$ cat src/rtl/core/ecal_pkg.sv
// ----------------------------------------------------------------------------
// ecal_pkg
// shared types, constants and a lookup function for the epoch to calendar
// converter
// ----------------------------------------------------------------------------
package ecal_pkg;

    localparam logic [10:0] BASE_YEAR    = 11'd1970;
    localparam logic [6:0]  BASE_MOD100  = 7'd70;
    localparam logic [8:0]  BASE_MOD400  = 9'd370;
    localparam logic [3:0]  DIV_STEPS    = 4'd5;
    localparam logic [3:0]  LAST_MONTH   = 4'd11;
    localparam logic [2:0]  EPOCH_WDAY   = 3'd4;

    // rounded-up reciprocals, exact over the operand ranges they see
    localparam logic [24:0] RECIP_675    = 25'd25451659;   // 2^34 / 675
    localparam logic [15:0] RECIP_7      = 16'd37450;      // 2^18 / 7
    localparam logic [15:0] RECIP_15     = 16'd34953;      // 2^19 / 15

    typedef struct packed {
        logic load;
        logic div_step;
        logic cal_step;
        logic mon_step;
        logic capture;
    } ecal_cmd_t;

    typedef struct packed {
        logic div_last;
        logic cal_done;
        logic mon_done;
    } ecal_status_t;

    // month length, index 0 is january
    function automatic logic [4:0] month_length(input logic [3:0] m, input logic leap);
        logic [4:0] len;
        unique case (m)
            4'd1:                      len = leap ? 5'd29 : 5'd28;
            4'd3, 4'd5, 4'd8, 4'd10:   len = 5'd30;
            default:                   len = 5'd31;
        endcase
        return len;
    endfunction

endpackage

$ cat src/rtl/core/ecal_datapath.sv
// ----------------------------------------------------------------------------
// ecal_datapath
// day division, year and month walk, time of day split and result registers
// ----------------------------------------------------------------------------
module ecal_datapath (
    input  logic                 aclk,
    input  ecal_pkg::ecal_cmd_t  cmd,
    output ecal_pkg::ecal_status_t status,
    input  logic [30:0]          epoch_seconds,
    output logic [10:0]          year,
    output logic [3:0]           month,
    output logic [4:0]           day_of_month,
    output logic [2:0]           weekday,
    output logic [4:0]           hour,
    output logic [5:0]           minute,
    output logic [5:0]           second
);
    import ecal_pkg::*;

    logic [30:0] secs_reg, secs_next;
    logic [14:0] days_reg, days_next;
    logic [3:0]  div_cnt_reg, div_cnt_next;
    logic [16:0] tod_reg, tod_next;
    logic [12:0] q7_reg, q7_next;
    logic [2:0]  wmod_reg, wmod_next;
    logic [10:0] mt_reg, mt_next;
    logic [5:0]  sec_reg, sec_next;
    logic [10:0] year_reg, year_next;
    logic [6:0]  mod100_reg, mod100_next;
    logic [8:0]  mod400_reg, mod400_next;
    logic [3:0]  month_reg, month_next;
    logic [4:0]  hour_reg, hour_next;
    logic [5:0]  min_reg, min_next;

    logic [10:0] out_year_reg;
    logic [3:0]  out_month_reg;
    logic [4:0]  out_day_reg;
    logic [2:0]  out_wday_reg;
    logic [4:0]  out_hour_reg;
    logic [5:0]  out_min_reg;
    logic [5:0]  out_sec_reg;

    logic [48:0] day_prod;
    logic [23:0] day_back;
    logic [23:0] day_rem;
    logic [30:0] wk_prod;
    logic [15:0] wk_back;
    logic [14:0] wk_rem;
    logic [30:0] mt_prod;
    logic [16:0] mt_back;
    logic [16:0] sec_rem;
    logic [30:0] hr_prod;
    logic [10:0] hr_back;
    logic [10:0] min_rem;
    logic        leap;
    logic [8:0]  ylen;
    logic        year_fit;
    logic [4:0]  mlen;
    logic        mon_fit;
    logic [3:0]  wsum;
    logic [2:0]  wday0;

    // 86400 = 128 * 675: days from the top 24 bits, remainder rebuilt below
    assign day_prod = {25'd0, secs_reg[30:7]} * {24'd0, RECIP_675};
    assign day_back = {9'd0, days_reg} * 24'd675;
    assign day_rem  = secs_reg[30:7] - day_back;

    // day count mod 7 for the weekday
    assign wk_prod  = {16'd0, days_reg} * {15'd0, RECIP_7};
    assign wk_back  = {3'd0, q7_reg} * 16'd7;
    assign wk_rem   = days_reg - wk_back[14:0];

    // minutes of the day, then seconds
    assign mt_prod  = {16'd0, tod_reg[16:2]} * {15'd0, RECIP_15};
    assign mt_back  = {6'd0, mt_reg} * 17'd60;
    assign sec_rem  = tod_reg - mt_back;

    // hours, then minutes of the hour
    assign hr_prod  = {22'd0, mt_reg[10:2]} * {15'd0, RECIP_15};
    assign hr_back  = {6'd0, hour_reg} * 11'd60;
    assign min_rem  = mt_reg - hr_back;

    // leap rule from running year residues
    assign leap     = (mod400_reg == 9'd0) || ((mod100_reg != 7'd0) && (year_reg[1:0] == 2'd0));
    assign ylen     = leap ? 9'd366 : 9'd365;
    assign year_fit = days_reg < {6'd0, ylen};

    assign mlen     = month_length(month_reg, leap);
    assign mon_fit  = (month_reg == LAST_MONTH) || (days_reg < {10'd0, mlen});

    assign wsum     = {1'b0, wmod_reg} + {1'b0, EPOCH_WDAY};
    assign wday0    = (wsum >= 4'd7) ? 3'(wsum - 4'd7) : wsum[2:0];

    assign status.div_last = div_cnt_reg == 4'(DIV_STEPS - 4'd1);
    assign status.cal_done = year_fit;
    assign status.mon_done = mon_fit;

    always_comb begin
        secs_next    = secs_reg;
        days_next    = days_reg;
        div_cnt_next = div_cnt_reg;
        tod_next     = tod_reg;
        q7_next      = q7_reg;
        wmod_next    = wmod_reg;
        mt_next      = mt_reg;
        sec_next     = sec_reg;
        year_next    = year_reg;
        mod100_next  = mod100_reg;
        mod400_next  = mod400_reg;
        month_next   = month_reg;
        hour_next    = hour_reg;
        min_next     = min_reg;
        if (cmd.load) begin
            secs_next    = epoch_seconds;
            div_cnt_next = '0;
            year_next    = BASE_YEAR;
            mod100_next  = BASE_MOD100;
            mod400_next  = BASE_MOD400;
            month_next   = '0;
        end else if (cmd.div_step) begin
            // each stage reads the one before, so the chain settles in five steps
            days_next    = day_prod[48:34];
            tod_next     = {day_rem[9:0], secs_reg[6:0]};
            q7_next      = wk_prod[30:18];
            wmod_next    = wk_rem[2:0];
            mt_next      = mt_prod[29:19];
            sec_next     = sec_rem[5:0];
            hour_next    = hr_prod[23:19];
            min_next     = min_rem[5:0];
            div_cnt_next = div_cnt_reg + 4'd1;
        end else if (cmd.cal_step) begin
            if (!year_fit) begin
                days_next   = days_reg - {6'd0, ylen};
                year_next   = year_reg + 11'd1;
                mod100_next = (mod100_reg == 7'd99) ? 7'd0 : mod100_reg + 7'd1;
                mod400_next = (mod400_reg == 9'd399) ? 9'd0 : mod400_reg + 9'd1;
            end
        end else if (cmd.mon_step) begin
            if (!mon_fit) begin
                days_next  = days_reg - {10'd0, mlen};
                month_next = month_reg + 4'd1;
            end
        end
    end

    always_ff @(posedge aclk) begin
        secs_reg    <= secs_next;
        days_reg    <= days_next;
        div_cnt_reg <= div_cnt_next;
        tod_reg     <= tod_next;
        q7_reg      <= q7_next;
        wmod_reg    <= wmod_next;
        mt_reg      <= mt_next;
        sec_reg     <= sec_next;
        year_reg    <= year_next;
        mod100_reg  <= mod100_next;
        mod400_reg  <= mod400_next;
        month_reg   <= month_next;
        hour_reg    <= hour_next;
        min_reg     <= min_next;
        if (cmd.capture) begin
            out_year_reg  <= year_reg;
            out_month_reg <= month_reg + 4'd1;
            out_day_reg   <= days_reg[4:0] + 5'd1;
            out_wday_reg  <= wday0 + 3'd1;
            out_hour_reg  <= hour_reg;
            out_min_reg   <= min_reg;
            out_sec_reg   <= sec_reg;
        end
    end

    assign year         = out_year_reg;
    assign month        = out_month_reg;
    assign day_of_month = out_day_reg;
    assign weekday      = out_wday_reg;
    assign hour         = out_hour_reg;
    assign minute       = out_min_reg;
    assign second       = out_sec_reg;

endmodule

$ cat src/rtl/core/ecal_ctrl.sv
// ----------------------------------------------------------------------------
// ecal_ctrl
// sequencer for the converter: divide, year walk, month walk, hand-off
// ----------------------------------------------------------------------------
module ecal_ctrl (
    input  logic                   aclk,
    input  logic                   aresetn,
    input  logic                   s_valid,
    output logic                   s_ready,
    output logic                   m_valid,
    input  logic                   m_ready,
    output ecal_pkg::ecal_cmd_t    cmd,
    input  ecal_pkg::ecal_status_t status
);
    import ecal_pkg::*;

    typedef enum logic [2:0] {
        ST_IDLE,
        ST_DIV,
        ST_CAL,
        ST_MON,
        ST_OUT
    } state_t;

    state_t state_reg, state_next;
    logic   m_valid_reg, m_valid_next;

    always_comb begin
        state_next   = state_reg;
        m_valid_next = m_valid_reg && !m_ready;
        cmd          = '0;
        unique case (state_reg)
            ST_IDLE: begin
                if (s_valid) begin
                    cmd.load   = 1'b1;
                    state_next = ST_DIV;
                end
            end
            ST_DIV: begin
                cmd.div_step = 1'b1;
                if (status.div_last) begin
                    state_next = ST_CAL;
                end
            end
            ST_CAL: begin
                cmd.cal_step = 1'b1;
                if (status.cal_done) begin
                    state_next = ST_MON;
                end
            end
            ST_MON: begin
                cmd.mon_step = 1'b1;
                if (status.mon_done) begin
                    state_next = ST_OUT;
                end
            end
            ST_OUT: begin
                // wait for the result register to be free
                if (!m_valid_reg || m_ready) begin
                    cmd.capture  = 1'b1;
                    m_valid_next = 1'b1;
                    state_next   = ST_IDLE;
                end
            end
            default: begin
                state_next = ST_IDLE;
            end
        endcase
    end

    always_ff @(posedge aclk) begin
        if (!aresetn) begin
            state_reg   <= ST_IDLE;
            m_valid_reg <= 1'b0;
        end else begin
            state_reg   <= state_next;
            m_valid_reg <= m_valid_next;
        end
    end

    assign s_ready = state_reg == ST_IDLE;
    assign m_valid = m_valid_reg;

endmodule

$ cat src/rtl/core/epoch_seconds_to_calendar.sv
// ----------------------------------------------------------------------------
// epoch_seconds_to_calendar
// seconds since 1970-01-01 00:00:00 to gregorian date, weekday and time of day
// ----------------------------------------------------------------------------
// sequence from input transaction to m_valid: 5 divide steps, the year walk,
//   the month walk and the hand-off
// flow: one transaction at a time; a new input is taken once the previous
//   result sits in the output register, so a waiting result holds back only
//   the next hand-off
// reset: synchronous active-low aresetn clears the sequencer and m_valid only
module epoch_seconds_to_calendar (
    input  logic        aclk,
    input  logic        aresetn,
    // input channel
    input  logic        s_valid,
    output logic        s_ready,
    input  logic [30:0] s_epoch_seconds,
    // result channel
    output logic        m_valid,
    input  logic        m_ready,
    output logic [10:0] m_year,
    output logic [3:0]  m_month,
    output logic [4:0]  m_day_of_month,
    output logic [2:0]  m_weekday,
    output logic [4:0]  m_hour,
    output logic [5:0]  m_minute,
    output logic [5:0]  m_second
);
    import ecal_pkg::*;

    // command and status between sequencer and datapath
    ecal_cmd_t    cmd;
    ecal_status_t status;

    // sequencer: idle, divide and time split, year walk, month walk, hand-off
    ecal_ctrl u_ctrl (
        .aclk    (aclk),
        .aresetn (aresetn),
        .s_valid (s_valid),
        .s_ready (s_ready),
        .m_valid (m_valid),
        .m_ready (m_ready),
        .cmd     (cmd),
        .status  (status)
    );

    // datapath: day division and time split by reciprocal multiplication,
    // year and month subtraction, output register
    ecal_datapath u_dp (
        .aclk          (aclk),
        .cmd           (cmd),
        .status        (status),
        .epoch_seconds (s_epoch_seconds),
        .year          (m_year),
        .month         (m_month),
        .day_of_month  (m_day_of_month),
        .weekday       (m_weekday),
        .hour          (m_hour),
        .minute        (m_minute),
        .second        (m_second)
    );

`ifndef NO_ASSERTIONS
    // a transaction taken closes the input until the result is handed off
    a_busy_after_accept: assert property (@(posedge aclk) disable iff (!aresetn)
        s_valid && s_ready |=> !s_ready)
        else $error("input accepted while conversion in flight");

    // date fields in range whenever a result is offered
    a_date_range: assert property (@(posedge aclk) disable iff (!aresetn)
        m_valid |-> (m_month >= 4'd1) && (m_month <= 4'd12) && (m_day_of_month != 5'd0)
                    && (m_weekday != 3'd0))
        else $error("date field out of range");

    // time of day fields in range whenever a result is offered
    a_time_range: assert property (@(posedge aclk) disable iff (!aresetn)
        m_valid |-> (m_hour < 5'd24) && (m_minute < 6'd60) && (m_second < 6'd60))
        else $error("time field out of range");
`endif

endmodule
$ cat config.mk
export PLATFORM = sky130hd
export DESIGN_NAME = epoch_seconds_to_calendar
export DESIGN_NICKNAME = d
export VERILOG_FILES = /design/src/rtl/core/ecal_pkg.sv /design/src/rtl/core/ecal_datapath.sv /design/src/rtl/core/ecal_ctrl.sv /design/src/rtl/core/epoch_seconds_to_calendar.sv
export SDC_FILE = /design/constraint.sdc
export NUM_CORES = 1
export LEC_CHECK = 0
export ABC_CLOCK_PERIOD_IN_PS = 11900
export BUFFER_PORTS_ARGS = -buffer_cell sky130_fd_sc_hd__buf_2
export CAP_MARGIN = 20
export CORE_MARGIN = 1
export CORE_UTILIZATION = 59
export DETAILED_ROUTE_END_ITERATION = 7
export GPL_ROUTABILITY_DRIVEN = 1
export PLACE_DENSITY = 0.77
export SYNTH_ARGS = -nofsm -noshare
export SYNTH_HDL_FRONTEND = slang
export SYNTH_SLANG_ARGS = --single-unit
$ cat constraint.sdc
create_clock -name aclk -period 11.9 [get_ports aclk]
set_input_delay 1.785 -clock aclk [delete_from_list [all_inputs] [get_ports aclk]]
set_output_delay 1.785 -clock aclk [all_outputs]
set_load 0.01 [all_outputs]
=== Yosys cells after proc, flatten, opt, wreduce, memory -nomap -nowiden ===
Index checks and enable logic that the tools add are counted.

* Register bits after elaboration: 186
* Input port bits: 35
* Output and inout bits: 42
* Logic and storage cells: 118

* Add/sub/neg operators: 15
* Multipliers: 8
* Order comparisons: 3
* Eq/ne operators: 20
* Mux-type cells: 26
* Bitwise operators: 5
* Reduce and logical (&&, ||, !) cells: 18

{| class="wikitable"
|+ Operators by type and width
! kind !! count
|-
| two-way mux 15 bit || 5
|-
| multiplier 24 x 25 -> 49 bit (second input constant) || 1
|-
| multiplier 15 x 15 -> 30 bit (second input constant) || 1
|-
| multiplier 15 x 16 -> 30 bit (second input constant) || 1
|-
| multiplier 9 x 16 -> 24 bit (second input constant) || 1
|-
| two-way mux 3 bit || 6
|-
| < comparator 15 x 5 -> 1 bit || 1
|-
| < comparator 15 x 9 -> 1 bit || 1
|-
| multiplier 15 x 10 -> 10 bit (second input constant) || 1
|-
| case mux 3 bit (5 select lines) || 1
|-
| subtractor 15 x 5 -> 15 bit || 1
|-
| subtractor 15 x 9 -> 15 bit || 1
|-
| multiplier 13 x 3 -> 3 bit (second input constant) || 1
|-
| equality test 4 bit (second input constant) || 3
|-
| subtractor 6 bit || 2
|-
| adder 11 x 1 -> 11 bit (second input constant) || 1
|-
| multiplier 11 x 4 -> 4 bit (second input constant) || 1
|-
| two-way mux 1 bit || 10
|-
| case mux 5 bit (2 select lines) || 1
|-
| subtractor 10 bit || 1
|-
| adder 9 x 1 -> 9 bit (second input constant) || 1
|-
| equality test 9 bit (second input constant) || 1
|-
| zero test 9 bit || 1
|-
| two-way mux 9 bit || 1
|-
| other kinds (34) || 50
|}

=== Depth between registers and ports, before layout ===
Gate-level depths: netlist of run 1.

* Word-level depth: 11
* Gate-level depth with buffers: 25
* Gate-level depth less buffers: 25

=== By module ===
From an unflattened synthesis of run 1, not the netlist that was laid out.

* Cell total of the unflattened synthesis: 2155
* Area total of the unflattened synthesis: 22679.3 um^2

{| class="wikitable"
|+ Modules (own cells, without submodules)
! module !! instances !! cells each !! area an instance (um^2) !! sequential area each (um^2)
|-
| ecal_datapath || 1 || 2127 || 22422.8 || 4814.6
|-
| ecal_ctrl || 1 || 28 || 256.5 || 80.1
|}

=== Least setup slack after synthesis of run 1 ===
OpenSTA, ideal clock, no wires.

* Path type: reg-to-reg
* Start point: reg u_dp.secs_reg[16]
* End point: reg u_dp.days_reg[6], data pin
* Arrival time: 6.198 ns
* Data required time: 11.632 ns
* Slack: 5.434 ns
* Stages on the path, launching flop included: 22
* Buffers on the path: 0
* Clock period less this slack: 6.466 ns
* Path through: edfxtp_1 > ha_1 > fa_1 > inv_1 > fa_1 > inv_1 > fa_1 > inv_1 > fa_1 > fa_1 > fa_1 > inv_1 > ha_1 > and3_1 > and2_1 > a221o_1 > a311o_1 > a221oi_1 > o21ai_1 > a221o_1 > xnor2_1 > o21ai_0

* Word-level cells in the longest chain between the ends: 2

{| class="wikitable"
|+ Ends and longest elaborated chain
! element !! RTL line !! source
|-
| start: declaration || ecal_datapath.sv:20 || <nowiki>logic [30:0] secs_reg, secs_next;</nowiki>
|-
| start signal: assignment || ecal_datapath.sv:147 || <nowiki>secs_reg <= secs_next;</nowiki>
|-
| multiplier 24 x 25 -> 49 bit || ecal_datapath.sv:64 || <nowiki>assign day_prod = {25'd0, secs_reg[30:7]} * {24'd0, RECIP_675};</nowiki>
|-
| two-way mux 15 bit || ecal_datapath.sv:120 || <nowiki>end else if (cmd.div_step) begin</nowiki>
|-
| end signal: assignment || ecal_datapath.sv:148 || <nowiki>days_reg <= days_next;</nowiki>
|-
| end: declaration || ecal_datapath.sv:21 || <nowiki>logic [14:0] days_reg, days_next;</nowiki>
|}

Every way passes these cells.
A chain may end at the register's enable or synchronous reset.

=== Worst setup path after layout of run 1 ===
* Start point: reg u_dp.secs_reg[10]
* End point: reg u_dp.days_reg[13], data pin

The elaborated chain is that of the path after synthesis.

==> results of run 1 <==
synthesized netlist by cell type (8+ instances only):
cell type / count
edfxtp_1: 137
clkbuf_1: 19
and3_1: 18
nor2_1: 51
nand2_1: 80
xor2_1: 38
a21oi_1: 67
inv_1: 497
dfxtp_1: 39
nand4_1: 17
nand3_1: 24
a21o_1: 32
fa_1: 241
o21a_1: 8
nor2b_1: 13
ha_1: 514
xnor2_1: 83
o211ai_1: 12
o21ai_0: 46
a31oi_1: 8
nand2b_1: 10
nor3_1: 24
per-stage QoR:
stage,util (%),std cells
2_1_floorplan,-,2083
3_3_place_gp,62.7,2611
3_5_place_dp,62.7,2611
4_1_cts,64.4,2643
5_1_grt,64.4,2643
6_report,64.4,2643
cells by family (layout without fill, tap and decap cells):
kind of cell             Yosys count  in the layout  share of synthesized area [%]
adder cells (fa/ha/maj)          755            755                           50.9
flip-flops                       176            176                           22.1
buffers and inverters            518            610                           8.80
multiplexers                       7              7                          0.323
AO/OA/AOI/OAI                    228            228                           6.68
AND/OR/NAND/NOR                  278            278                           6.32
XOR/XNOR                         121            121                           4.80
final cells by class:
type	instances	area, um2
clock buffers	17	425
clock inverters	15	201
fillers	2832	13100
inverters	498	1870
multi-input cells	1389	15300
flip-flops and latches	176	4890
well taps	468	586
repair buffers	80	410
routing by layer:
metal  wire length [um]  part of all wire (%)  up-vias  global-route usage [%]
met5                  0                     0        -                       0
met4               1570                   3.3        0                    10.8
met3               1670                   3.5       82                    3.71
met2              23900                    50      300                    47.1
met1              20200                    43     7070                    32.5
li1                   -                     -     7045                       -
final timing paths:
kind,start,endpoint,slack [ps],cells past startpoint
worst max-delay path,u_dp.secs_reg[10],u_dp.days_reg[13],4720,23
worst min-delay path,u_dp.sec_reg[2],u_dp.second[2],420,0
worst max register to register,u_dp.secs_reg[10],u_dp.days_reg[13],4720,23
worst min register to register,u_dp.sec_reg[2],u_dp.second[2],420,0
==> impl_metrics.yaml, run 1 <==
finish:
  fin_nets: 2952
  layout_common_cells: "ha_1 (514), inv_1 (496), fa_1 (241), edfxtp_1 (137), xnor2_1 (83)"
  final_area_mm2: 0.0236
  n_antenna_cell: 0
  area_growth_pct: 7.01
  largest_reg_flops: 31
  final_layout_size_suffix_gt1_share_pct: 5.79
  layout_commonest_cell: "ha_1"
global_routing:
  grt_first_pass_wirelength_um: 78700
  antenna_found_initial: 0
  grtUsageTotal_pct: 26.6
  grt_pass1_vias: 15732
  overflow: 0
  grt_max_degree: 64
timing:
  drv_slew: 0
  setup_viol: 0
  max_freq_mhz: 139
  final-hold-violation-count: 0
  tns_ps: 0
  skew_ps: 12.6
  period_share_pct: 60.3
  min_period_ps: 7180
  worst_pin_slew_ps: 904
  rsz0062_at_grt: "false"
  hold_slack_ps: 416
  slew_headroom_pct: 39.7
  worst_slack_ps: 4720
synthesis:
  synth_seq_cells: 176
  yosysWarnings: 0
  synthFlopType: "edfxtp_1"
  synth_fp_nets: 2873
  synthTopCellsByArea: "ha_1 (29%), fa_1 (22%), edfxtp_1 (19%), inv_1 (8.4%), dfxtp_1 (3.5%)"
  synth_edf_count: 137
  async_reset_ff_share_pct: 0
  synth_cell_type_count: 65
  synth_top_area_share_pct: 29.1
  synth.avg_cell_area_um2: 10.6
  synth_area_mm2: 0.0221
  synthCells: 2083
  synth_top_area_cell: "ha_1"
  synth_seq_area_share_pct: 22.1
critical_path:
  slowest_delay_ps: 710
  worstSetupPathType: "reg -> reg"
  worstSetupStartpointType: "flip-flop"
  critical_path_required_ps: 12080
  cp_top_family: "adder cells"
  cpMaxStageDelayCell: "edfxtp_1"
  cp-end-kind: "flip-flop"
  cp_common_cell: "inv_1"
  arrival_ps: 7360
  path_cells: "fa_1 -> inv_1 -> fa_1 -> inv_1 -> ha_1 -> inv_1 -> fa_1 -> inv_1 -> ha_1 -> inv_1 -> fa_1 -> inv_1 -> fa_1 -> ha_1 -> a21o_1 -> a21oi_1 -> o21ai_0 -> o311a_1 -> nand4_1 -> a311oi_1 -> or2_2 -> a2111oi_0 -> o22ai_1"
  crit_path_max_fanout: 13
  path_buf_inv: 6
clock_network:
  cts_buffers: 17
  clk_latency_ps: 460
  cts-root-buf: "clkbuf_16"
  cts-hold-fix-buffers: 0
  cts_resized: 0
  htreeDepth: 4
  cts.sinks: 176
  clk_pin_slew_worst_paths_ps: 80
  cts_buffer_depth: 2
  cts_tree: "done"
  postCtsSetupBuffers: 0
detailed_routing:
  wl_per_cell_um: 17.9
  drc: 0
  antenna_left: 0
  first_iter_violations: 677
  drt-total-wl_um: 47300
  drt-pass1-iter-count: 5
  vias: 14497
  vias_per_cell: 5.49
worst_hold_path:
  hold_path_class: "reg -> reg"
placement:
  hpwl_um: 39600
  gp_congestion: 0.947
  port_buffers: 76
  dp_slack_ps: 4720
  placed_area_mm2: 0.0230
die:
  die_h_um: 196
  core_region_area_mm2: 0.0367
  die_area_mm2: 0.0382
  start_util_pct: 60.2
  num_rows: 70
  boundaryPins: 77
  die_w_um: 196
outcome:
  outcome: "finished, final reports clean"
job:
  maxCapViolCount: 0
Power of run 1 is not shown: default switching activity piles up to over one toggle a cycle in this logic, so the estimate is an artifact.
==> run 2: changes to the inputs <==
--- a/config.mk
+++ b/config.mk
@@ -5,7 +5,8 @@
 export SDC_FILE = /design/constraint.sdc
 export NUM_CORES = 1
 export LEC_CHECK = 0
-export ABC_CLOCK_PERIOD_IN_PS = 11900
+export ABC_AREA = 1
+export ABC_CLOCK_PERIOD_IN_PS = 7310
 export BUFFER_PORTS_ARGS = -buffer_cell sky130_fd_sc_hd__buf_2
 export CAP_MARGIN = 20
 export CORE_MARGIN = 1
==> constraint.sdc (replaced) <==
create_clock -name aclk -period 7.31 [get_ports aclk]
set_input_delay 1.0965 -clock aclk [delete_from_list [all_inputs] [get_ports aclk]]
set_output_delay 1.0965 -clock aclk [all_outputs]
set_load 0.01 [all_outputs]
==> impl_metrics.yaml, run 2 <==
outcome:
  outcome: "finished, final reports clean"
clock_network:
  cts_tree: "done"
  postCtsSetupBuffers: 0
  cts_buffers: 17
  cts_resized: 0
  cts_buffer_depth: 2
  htreeDepth: 4
  clk_latency_ps: 490
  cts-hold-fix-buffers: 0
  cts-root-buf: "clkbuf_16"
  clk_pin_slew_worst_paths_ps: 70
  cts.sinks: 176
timing:
  tns_ps: 0
  hold_slack_ps: 422
  worst_pin_slew_ps: 960
  slew_headroom_pct: 36.0
  final-hold-violation-count: 0
  max_freq_mhz: 158
  min_period_ps: 6340
  period_share_pct: 86.7
  rsz0062_at_grt: "false"
  drv_slew: 0
  setup_viol: 0
  skew_ps: 23.1
job:
  maxCapViolCount: 0
global_routing:
  grt_max_degree: 72
  grtUsageTotal_pct: 29.4
  antenna_found_initial: 1
  grt_first_pass_wirelength_um: 99600
  grt_pass1_vias: 20105
  overflow: 0
finish:
  largest_reg_flops: 31
  layout_common_cells: "inv_1 (747), nand2_1 (565), ha_1 (514), fa_1 (241), nor2_1 (154)"
  final_area_mm2: 0.0267
  fin_nets: 3822
  final_layout_size_suffix_gt1_share_pct: 5.02
  area_growth_pct: 6.37
  layout_commonest_cell: "inv_1"
  n_antenna_cell: 0
synthesis:
  synth.avg_cell_area_um2: 8.51
  synthCells: 2949
  yosysMostFrequentCell: "inv_1"
  synth_seq_cells: 176
  yosysWarnings: 0
  synth_area_mm2: 0.0251
  synth_top_area_cell: "ha_1"
  async_reset_ff_share_pct: 0
  synthFlopType: "edfxtp_1"
  synth_cell_type_count: 49
  synth_common_cells: "inv_1 (748), nand2_1 (565), ha_1 (514)"
  synthTopCellsByArea: "ha_1 (26%), fa_1 (19%), edfxtp_1 (16%), inv_1 (11%), nand2_1 (8.5%)"
  synth_edf_count: 137
  synth_top_area_share_pct: 25.6
  synth_seq_area_share_pct: 19.5
  synth_fp_nets: 3739
die:
  start_util_pct: 59.8
  die_area_mm2: 0.0433
  num_rows: 75
  die_h_um: 208
  boundaryPins: 77
  core_region_area_mm2: 0.0419
  die_w_um: 208
critical_path:
  path_buf_inv: 5
  cp_top_family: "adder cells"
  worstSetupStartpointType: "flip-flop"
  critical_path_required_ps: 7540
  arrival_ps: 6570
  path_cells: "ha_1 -> fa_1 -> inv_1 -> fa_1 -> inv_1 -> fa_1 -> inv_1 -> fa_1 -> fa_1 -> fa_1 -> inv_1 -> ha_1 -> nand2_1 -> inv_1 -> nand2_1 -> nand3_1 -> a21oi_1 -> nor2_1 -> nor2_1 -> nand3_1 -> nand3_1 -> nand2_1"
  cp-end-kind: "flip-flop"
  cp_common_cell: "fa_1"
  crit_path_max_fanout: 9
  worstSetupPathType: "reg -> reg"
  slowest_delay_ps: 720
  cpMaxStageDelayCell: "edfxtp_1"
detailed_routing:
  wl_per_cell_um: 16.9
  drc: 0
  antenna_left: 0
  vias_per_cell: 5.43
  drt-total-wl_um: 60600
  vias: 19467
  first_iter_violations: 1351
  drt-pass1-iter-count: 8
placement:
  hpwl_um: 51500
  port_buffers: 76
  placed_area_mm2: 0.0261
  gp_congestion: 1.01
worst_hold_path:
  hold_path_class: "reg -> reg"
run 2: changes by cell type in the layout (fill, tap and decap cells not counted), sizes merged, moves of 28 or more:
| cell | change |
|---|---|
| nand2 | +492 |
| a21o | -28 |
| xnor2 | -53 |
| nand3 | +115 |
| inv | +251 |
| nor2 | +107 |
run 2: cells by family after synthesis:
kind of cell / share of synthesized area, %
AO/OA/AOI/OAI: 4.24
flip-flops: 19.5
XOR/XNOR: 3.21
buffers and inverters: 11.8
multiplexers: 0.0449
AND/OR/NAND/NOR: 16.4
adder cells (fa/ha/maj): 44.9
run 2: worst paths after layout:
check / endpoint / slack, ps / startpoint / depth (start not counted)
worst max register to register: u_dp.days_reg[1] / 970 / u_dp.secs_reg[16] / 22
worst min-delay path: u_dp.tod_reg[5] / 420 / u_dp.secs_reg[5] / 0
worst min register to register: u_dp.tod_reg[5] / 420 / u_dp.secs_reg[5] / 0
worst max-delay path: u_dp.days_reg[1] / 970 / u_dp.secs_reg[16] / 22
run 2: area by class of cell:
class | count | area [um2]
clock buffer | 20 | 468
clock inverter | 12 | 136
fill | 3461 | 15300
inverter | 751 | 2820
multi-input combinational | 2004 | 17300
sequential | 176 | 4890
tap | 539 | 674
timing repair buffer | 82 | 425
run 2: through the flow:
stage | setup slack (ps) | utilization, % | std cells
floorplan | 1810 | - | 2949
global placement | 1100 | 62.2 | 3552
detailed placement | 1060 | 62.2 | 3552
CTS | 1030 | 63.6 | 3584
global route | 705 | 63.6 | 3584
finish | 973 | 63.6 | 3584
run 2: metal layers:
metal,GRT usage (%),wire [um]
met5,0,0
met4,13.1,2630
met3,4.23,3100
met2,52.0,29800
met1,35.4,25100
Power of run 2 is left out for the same reason.
